$ cat src/sv/sen_delay.sv
// Plain shift line to keep side data aligned with the CORDIC stages
module sen_delay #(
    parameter int WIDTH = 32,
    parameter int DEPTH = 4
) (
    input  logic             i_clk,
    input  logic [WIDTH-1:0] i_d,
    output logic [WIDTH-1:0] o_d
);

    logic [WIDTH-1:0] r_tap [DEPTH];

    always_ff @(posedge i_clk) begin
        r_tap[0] <= i_d;
        for (int k = 1; k < DEPTH; k++) begin
            r_tap[k] <= r_tap[k-1];
        end
    end

    assign o_d = r_tap[DEPTH-1];

endmodule

$ cat config.mk
export PLATFORM = sky130hd
export DESIGN_NAME = sen_delay
export DESIGN_NICKNAME = d
export VERILOG_FILES = /design/src/sv/sen_delay.sv
export SDC_FILE = /design/constraint.sdc
export NUM_CORES = 1
export LEC_CHECK = 0
export ABC_AREA = 1
export BUFFER_PORTS_ARGS = -buffer_cell sky130_fd_sc_hd__buf_2
export CORE_UTILIZATION = 49
export CTS_CLUSTER_DIAMETER = 30
export DETAILED_ROUTE_END_ITERATION = 16
export PLACE_DENSITY_LB_ADDON = 0.12
export SETUP_SLACK_MARGIN = 0.4
export SLEW_MARGIN = 10
export SYNTH_ARGS = -nofsm -noshare
export SYNTH_HDL_FRONTEND = slang
export SYNTH_SLANG_ARGS = --single-unit
$ cat constraint.sdc
create_clock -name i_clk -period 0.8 [get_ports i_clk]
set_input_delay 0.16 -clock i_clk [delete_from_list [all_inputs] [get_ports i_clk]]
set_output_delay 0.16 -clock i_clk [all_outputs]
set_load 0.01 [all_outputs]
==> tab_implementation.tex <==
\begin{tabular}{lr}
\hline
Metric & Value \\
\hline
\multicolumn{2}{l}{\textbf{Status}} \\
Result of the run & finished with violations \\
Failing checks & negative hold slack, negative setup slack \\
\multicolumn{2}{l}{\textbf{Floorplan}} \\
Core Region & 4880 um\^{}2 \\
X dimension of the die & between 70 and 80 um \\
Row cnt & 25 \\
Number of primary I/O pins & 65 \\
Vert. Die Dim & 74.32 um \\
Initial Utilization & 0.5251 \\
Die area & 5523 um\^{}2 \\
\multicolumn{2}{l}{\textbf{Worst setup path}} \\
End of the worst register-to-register path & r\_tap[1][0] \\
Data required time of the worst path & 0.64 ns \\
Reg-to-reg critical path startpoint & r\_tap[0][0] \\
Slowest stage delay, CP & 0.32 ns \\
Critical path start-end classification & flop to primary output \\
Cell Chain, Critical Path & buf\_6 \\
Kind of capture point of the worst setup path & primary output \\
Critical path's slowest cell & sky130\_fd\_sc\_hd\_\_dfxtp\_2 \\
Top Family by Delay on Critical Path & flip-flops \\
Arrival time at the worst endpoint & 0.93 ns \\
Setup slack on the worst flop-to-flop path & 0.37 ns \\
Biggest fanout along the worst timing path & 1 \\
Logic depth of the worst register-to-register path & 0 \\
Buf/Inv on CP & 1 \\
Critical path launch point type & flop \\
\multicolumn{2}{l}{\textbf{Detailed routing}} \\
Detailed router's first-iteration violation count & 50 \\
Total Wirelength & approximately 3.8 mm \\
DRC Markers & 0 \\
Residual antenna-violating net count after detailed routing & 0 \\
Average wire length per cell after detail routing & 11.94 um \\
First-pass iteration count of the detailed router & 2 \\
DR vias/cell & between 3 and 4 \\
Vias & around 1200 \\
\multicolumn{2}{l}{\textbf{STA}} \\
Number of max-slew violations in the final report & 0 \\
Highest clock frequency the design can meet & 919.2 MHz \\
Setup clock skew after layout & 0.008370 ns \\
Final worst setup slack & -0.2879 ns \\
Final period util & 1.360 \\
Tightest hold margin & -0.2188 ns \\
Relative slew margins & 0.8218 \\
Endpoints failing setup & 32 \\
Worst-margin pin slew & 0.2673 ns \\
Period minus WS final & 1.088 ns \\
Final Hold Fails & 23 \\
Unrepaired setup endpoints after global routing & true \\
\multicolumn{2}{l}{\textbf{Clock network}} \\
Clock sinks & 128 \\
Clock edge transition at the registers on the reported setup and hold paths & roughly 0.06 ns \\
Clock tree from TritonCTS & yes \\
Clock root buffer master & sky130\_fd\_sc\_hd\_\_clkbuf\_8 \\
Maximum level of the CTS H-tree & 4 \\
Clock latency on the worst-skew pair & 0.49 ns \\
Number of CTS-inserted buffers & 17 \\
Number of buffers on the longest clock path & 2 \\
Post-CTS Setup Bufs & 0 \\
\multicolumn{2}{l}{\textbf{Finish}} \\
Layout cells sized above 1 & 0.6600 \\
Number of nets in the finished design & 270 \\
Multi-input logic area & 0 um\^{}2 \\
Final instance area & 4149 um\^{}2 \\
Comb\_multi\_in & 0 \\
Diode count & 0 \\
Largest registers & r\_tap: 128 flops \\
Non-filler instance count after layout & roughly 320 \\
Max reg flops & approximately 130 \\
Area added between synthesis and finish & 61.91\% \\
Top register by number of flip-flops & r\_tap \\
\multicolumn{2}{l}{\textbf{Synth}} \\
Biggest area consumer among synthesized cells & sky130\_fd\_sc\_hd\_\_dfxtp\_1 \\
Share of synthesized registers carrying an async set or reset & 0 \\
Post-synthesis register bit count & 128 \\
Post-synthesis sequential area ratio & 1.000 \\
Top-count cell post-synth & sky130\_fd\_sc\_hd\_\_dfxtp\_1 \\
Mean instance size in the synthesized netlist & 20.02 um\^{}2 \\
Number of synthesized flops with an enable pin & 0 \\
Number of distinct library cells after synthesis & 1 \\
Net count after synthesis & 161 \\
Top\_reg\_cell synth & sky130\_fd\_sc\_hd\_\_dfxtp\_1 \\
Top-area cell type share of the netlist area & 1.000 \\
Netlist area before placement & 2562 um\^{}2 \\
Cells after synthesis & between 100 and 150 \\
Ranking of synthesized cells by instance count & sky130\_fd\_sc\_hd\_\_dfxtp\_1 \\
Syn. warnings & 0 \\
Top cells by area, synth & sky130\_fd\_sc\_hd\_\_dfxtp\_1 \\
\multicolumn{2}{l}{\textbf{Min path}} \\
Beginning of the worst hold path & i\_d[8] \\
Terminating pin of the worst hold path & r\_tap[0][8] \\
Type of the worst min-delay path & input port to flop \\
Count of cells along the worst hold path & 1 \\
\multicolumn{2}{l}{\textbf{Global routing}} \\
Pin count of the biggest net entering global routing & 17 \\
Number of global-route vias before repair & 1305 \\
Global Route Usage Sum & 0.1603 \\
Congestion Overflow GR & 0 \\
Initial antenna violation count & 0 \\
Global-route wire length before repair & between 5 and 6 mm \\
\multicolumn{2}{l}{\textbf{Placed design}} \\
Quantity of I/O buffers inserted on ports & 64 \\
Post-detail-place hpwl & 1.771 mm \\
Total placed cells including tap cells & between 200 and 300 \\
Standard cell area after detailed placement & 3007 um\^{}2 \\
Final estimated routing congestion in global placement & slightly below 0.6 \\
\multicolumn{2}{l}{\textbf{Flow run}} \\
Maximum Capacitance Violations & 0 \\
\multicolumn{2}{l}{\textbf{Power and ir drop}} \\
Ratio of total power to cell area & between 3000 and 4000 nW/um\^{}2 \\
Static Leakage & 0.001942 uW \\
Worst IR drop on VDD & roughly 2.7 mV \\
Overall power of the completed layout & 14570 uW \\
\hline
\end{tabular}
[final cells by class]
class | instances | area [um^2]
sequential | 128 | 2650
timing repair buffer | 90 | 823.3
fill | 221 | 730.7
clock buffer | 23 | 486.7
clock inverter | 9 | 105.1
tap | 67 | 83.83
[report_power, final]
part,internal (uW),leakage (uW),switching [uW]
logic,301,0.000579,114
registers,6760,0.00108,99.0
clock network,4830,0.000282,2470
total,11900,0.00194,2680
[per-stage QoR]
stage	utilization	setup slack, ns	setup TNS (ns)
global placement	0.6162	0.2275	0
detailed placement	0.6162	0.2203	0
finish	0.8503	-0.2879	-8.608
global route	0.8503	-0.3339	-10.07
CTS	0.8323	-0.3041	-9.527
floorplan	-	0.3243	0
[how the worst max path moves through the flow]
stage	startpoint	end	slack [ns]	cells after the start
global placement	r_tap[3][26]	o_d[26]	0.23	1
global route	r_tap[3][20]	o_d[20]	-0.33	1
CTS	r_tap[3][12]	o_d[12]	-0.30	1
detailed placement	r_tap[3][12]	o_d[12]	0.22	1
floorplan	r_tap[3][0]	o_d[0]	0.32	0
finish	r_tap[3][20]	o_d[20]	-0.29	1
[cells by family after synthesis]
group,after synthesis,synth area share
DFF,128,1.000
[metal layers]
layer	track usage	part of all wire
met1	0.1441	0.37
met2	0.2707	0.57
met3	0.08672	0.050
met4	0.1195	0.019
met5	0	0
[layout by cell type (no fill, tap or decap)]
cell type,instances
sky130_fd_sc_hd__buf_2,32
sky130_fd_sc_hd__buf_6,32
sky130_fd_sc_hd__bufinv_16,2
sky130_fd_sc_hd__clkbuf_1,1
sky130_fd_sc_hd__clkbuf_16,16
sky130_fd_sc_hd__clkbuf_8,6
sky130_fd_sc_hd__clkinv_2,3
sky130_fd_sc_hd__clkinvlp_4,4
sky130_fd_sc_hd__dfxtp_1,58
sky130_fd_sc_hd__dfxtp_2,70
sky130_fd_sc_hd__dlygate4sd3_1,9
sky130_fd_sc_hd__dlymetal6s4s_1,17
[timing repair]
item                                    CTS  global route
hold buffers                             25             1
hold endpoints to repair                 32            24
resized for setup                        42            45
endpoints found under the setup margin   66           116
(Power assumes the default switching activity.)
