==> config.mk <==
export PLATFORM = sky130hd
export DESIGN_NAME = sen_isqrt
export DESIGN_NICKNAME = d
export VERILOG_FILES = /design/src/sv/sen_isqrt.sv
export SDC_FILE = /design/constraint.sdc
export NUM_CORES = 2
export LEC_CHECK = 0
export BUFFER_PORTS_ARGS = -buffer_cell sky130_fd_sc_hd__buf_2
export CORE_ASPECT_RATIO = 0.6
export CORE_MARGIN = 3
export CORE_UTILIZATION = 55
export DETAILED_ROUTE_END_ITERATION = 10
export PLACE_DENSITY_LB_ADDON = 0.15
export SLEW_MARGIN = 20
export SYNTH_ARGS = -nofsm -noshare
export SYNTH_HDL_FRONTEND = slang
export SYNTH_SLANG_ARGS = --single-unit
==> constraint.sdc <==
create_clock -name i_clk -period 8 [get_ports i_clk]
set_input_delay 0.8 -clock i_clk [delete_from_list [all_inputs] [get_ports i_clk]]
set_output_delay 0.8 -clock i_clk [all_outputs]
set_load 0.005 [all_outputs]
==> src/sv/sen_isqrt.sv <==
// Pipelined integer square root of a 61-bit value, one result bit per stage.
module sen_isqrt (
    input  logic        i_clk,
    input  logic [60:0] i_v,
    output logic [30:0] o_root
);

    logic [60:0] v_in [31];
    logic [61:0] q_in [31];
    logic [60:0] r_v  [31];
    logic [61:0] r_q  [31];

    for (genvar gi = 0; gi < 31; gi++) begin : g_bit
        localparam logic [61:0] BIT = 62'd1 << (60 - 2 * gi);
        logic [61:0] trial;

        if (gi == 0) begin : g_first
            assign v_in[gi] = i_v;
            assign q_in[gi] = '0;
        end else begin : g_next
            assign v_in[gi] = r_v[gi-1];
            assign q_in[gi] = r_q[gi-1];
        end

        assign trial = q_in[gi] + BIT;

        // restoring step: take the bit when the remainder covers the trial
        always_ff @(posedge i_clk) begin
            if ({1'b0, v_in[gi]} >= trial) begin
                r_v[gi] <= v_in[gi] - trial[60:0];
                r_q[gi] <= (q_in[gi] >> 1) + BIT;
            end else begin
                r_v[gi] <= v_in[gi];
                r_q[gi] <= q_in[gi] >> 1;
            end
        end
    end

    assign o_root = r_q[30][30:0];

endmodule

==> results.yml <==
sta:
  final_hold_viol_count: 0
  max_slew_margin: 0.0698
  setup_viol: 0
  max_freq_mhz: 223
  fin_setup_tns_ps: 0
  fin_skew_ps: 98.9
  fin_crit_sh: 0.561
  period_minus_slack_ps: 4490
  rsz0062_at_grt: "false"
  maxSlewViolCount: 0
  tightest_slew_ps: 1380
clock_tree:
  cts_made_buffers: 203
  clock_sinks: 2326
  cts.htree.levels: 4
  clk_latency_ps: 890
  clk_pin_slew_ps: 70
  cts.root.buffer_cell: "clkbuf_16"
  cts_tree: "built"
  clockBufferDepth: 4
global_routing:
  grt_pass1_vias: 60532
  gr-total-overflow: 0
  grt_max_degree: 59
  antenna_found_initial: 17
  grt_pass1_wl_microns: 380000
  grtUsageTotal: 0.300
min_path:
  hp-class: "primary input to flop"
power:
  p_comb_frac: 0.269
  intPower_mw: 24.4
  vdd_ir_drop_max_mv: 0.218
  clock_power_share: 0.275
  cellLeakagePower_nw: 44.4
  p_switching_mw: 13.1
  switching_share: 0.350
  p_per_area_nw_per_um2: 382
  power_frac_seq: 0.456
placement:
  place_inst: 10909
  io_buffers: 92
  gp_congestion: 0.974
  place_hpwl_microns: 197000
setup_path:
  crit_chain: "inv_1, ha_1, or4b_2, nor4_1, nand4_1, nand4_1, o21a_1, nor3b_1, nand3_1, nor3_1, xor2_1"
  crit_buf_inv: 1
  cp_max_fo: 11
  start_kind: "flop"
  cp_top_family: "simple AND/OR/NAND/NOR gates"
  cp.arrival_ps: 5220
  crit_slowest_cell: "nor4_1"
  crit_type: "flop to flop"
  max_stage_delay_ps: 930
  critPathCaptureType: "flop"
  cp.required_ps: 8730
  crit_top_cell: "nand4_1"
synth:
  synth_cells: 8847
  synth.cell_area_sq_um: 87900
  synth_edf_count: 0
  synth-xor-area-share: 0.0792
  synth.area.top_cells: "dfxtp_1 (53%), ha_1 (7.4%), xnor2_1 (4.0%)"
  synth-main-ff-cell: "dfxtp_1"
  yosysTopAreaCell: "dfxtp_1"
  synth_cell_types: 89
  syn_area_per_cell_sq_um: 9.94
  ys_warn_count: 0
  synth_compound_area_frac: 0.118
  synth_top_family_by_area: "simple AND/OR/NAND/NOR gates"
  yosys.area_share.adder: 0.0746
  muxShareOfSynthArea: 0.0106
  synth_nets: 9433
  async_flop_share: 0
  yosysTopAreaCellShare: 0.529
  ys_ff_latch: 2326
  synth_simple_gate_area_frac: 0.154
  seq_area_frac_synth: 0.529
flow_run:
  max_cap_viol_count: 0
die:
  die_y_microns: 316
  die_w_microns: 522
  num_io_pins: 93
  die_area_sq_um: 165000
  start_util: 0.560
  num_rows: 112
  core_area_sq_um: 157000
routing:
  drc: 0
  via_per_inst: 5.79
  dr.pass1.iters: 6
  route.detailed.wl_per_inst_microns: 22.5
  wl_microns: 254000
  drtAntennaViolNets: 0
  drtIter0Drc: 7202
  vias: 65490
cells_and_area:
  finalNonFillerCells: 11317
  layout-drive-gt1-share: 0.0669
  fin_util: 0.625
  area_delta_synth_final_pct: 11.6
  nets: 9633
status:
  status: "completed"
==> worst reg2reg max path, cell delays in order, from the launching register on <==
cell and delay, ps:
dfxtp_1 330, inv_1 40, ha_1 350, or4b_2 590, nor4_1 930, nand4_1 320
nand4_1 190, o21a_1 360, nor3b_1 620, nand3_1 260, nor3_1 240, xor2_1 160
==> metrics by stage <==
step,setup slack [ps],power [mW],hold WS (ps),instance area [sq um]
3_3_place_gp,3800,26.7,329,90700
3_5_place_dp,3630,26.8,330,90700
4_1_cts,3610,37.2,0.282,98100
6_report,3510,37.4,47.6,98100
5_1_grt,3270,39.2,7.52,98100
2_1_floorplan,4430,23.2,322,87900
==> Yosys cell counts, types with 38 or more instances <==
| library cell | n |
|---|---|
| a211oi_1 | 53 |
| a21o_1 | 171 |
| a21oi_1 | 599 |
| a31oi_1 | 50 |
| and3_1 | 38 |
| clkbuf_1 | 149 |
| dfxtp_1 | 2326 |
| ha_1 | 523 |
| inv_1 | 632 |
| mux2_2 | 75 |
| nand2_1 | 548 |
| nand2b_1 | 85 |
| nand3_1 | 162 |
| nand4_1 | 139 |
| nor2_1 | 623 |
| nor2b_1 | 76 |
| nor3_1 | 226 |
| nor4_1 | 309 |
| nor4b_1 | 42 |
| o211ai_1 | 44 |
| o21a_1 | 89 |
| o21ai_0 | 397 |
| o21bai_1 | 44 |
| o31ai_1 | 43 |
| or2_2 | 41 |
| or3_1 | 85 |
| or4_1 | 82 |
| xnor2_1 | 399 |
| xor2_1 | 396 |
==> logic make-up after synthesis <==
group | after synthesis
other | 1
AOI/OAI and AO/OA | 1690
DFF | 2326
and+or+nand+nor | 2623
xor gates and xnor gates | 795
muxes | 84
adders and majority gates | 524
buffers and inverters | 804
==> flip-flops by register name (all words and copies together), names as in the netlist <==
signal  cells
r_v      1830
r_q       496
==> path summary, 6_finish.rpt <==
kind | start | endpoint | slack (ps) | cells after the start
worst max-delay path | r_q[19][22]$_DFF_P_ | r_v[1][301]$_DFF_P_ | 3510 | 11
worst min-delay path | i_v[55] | r_v[0][55]$_DFF_P_ | 50 | 1
worst max register to register | r_q[19][22]$_DFF_P_ | r_v[1][301]$_DFF_P_ | 3510 | 11
worst min register to register | r_v[1][376]$_DFF_P_ | r_v[1][437]$_DFF_P_ | 290 | 0
==> layer usage <==
metal	track usage	share of wire
met1	0.520	0.54
met2	0.346	0.33
met3	0.0915	0.12
met4	0.0448	0.014
met5	0	0
==> placed cells by master (no fill, tap or decap), types with 48 or more instances in the layout <==
master and n:
o21a_1 89, mux2_2 75, or3_1 85, a21o_1 171, buf_2 92, nand3_1 162
nor4_1 306, clkbuf_16 206, a21oi_1 599, nor3_1 225, inv_1 632, a31oi_1 48
nor2_1 622, xnor2_1 399, nand2_1 548, o21ai_0 396, xor2_1 396, ha_1 523
nand2b_1 84, nand4_1 139, dfxtp_1 2326, or4_1 82, nor2b_1 76, a211oi_1 53
==> power groups by stage <==
| stage | Combinational, mW | Sequential, mW | Clock (mW) |
|---|---|---|---|
| after global placement | 9.60 | 17.1 | 0 |
| after global routing | 11.1 | 17.3 | 10.9 |
| after floorplan | 7.41 | 15.8 | 0 |
| final | 10.1 | 17.1 | 10.3 |
| after detailed placement | 9.69 | 17.1 | 0 |
| after CTS | 9.83 | 16.9 | 10.4 |
==> what timing repair did <==
item                       in CTS  in global routing
setup endpoints to repair       0                  0
hold buffers                   42                  0
buffers inserted                0                  0
hold endpoints to repair       42                  0
resized for setup               0                  0
==> cell type report <==
type / count / area [sq um]
Fill cell: 12755 / 58900
Multi-Input combinational cell: 5717 / 38500
Clock buffer: 261 / 5630
Tap cell: 2109 / 2640
Inverter: 637 / 2390
Clock inverter: 99 / 1350
Antenna cell: 6 / 15.0
Timing Repair Buffer: 162 / 1090
Sequential cell: 2326 / 46600
Power figures use the tool's default switching activity.
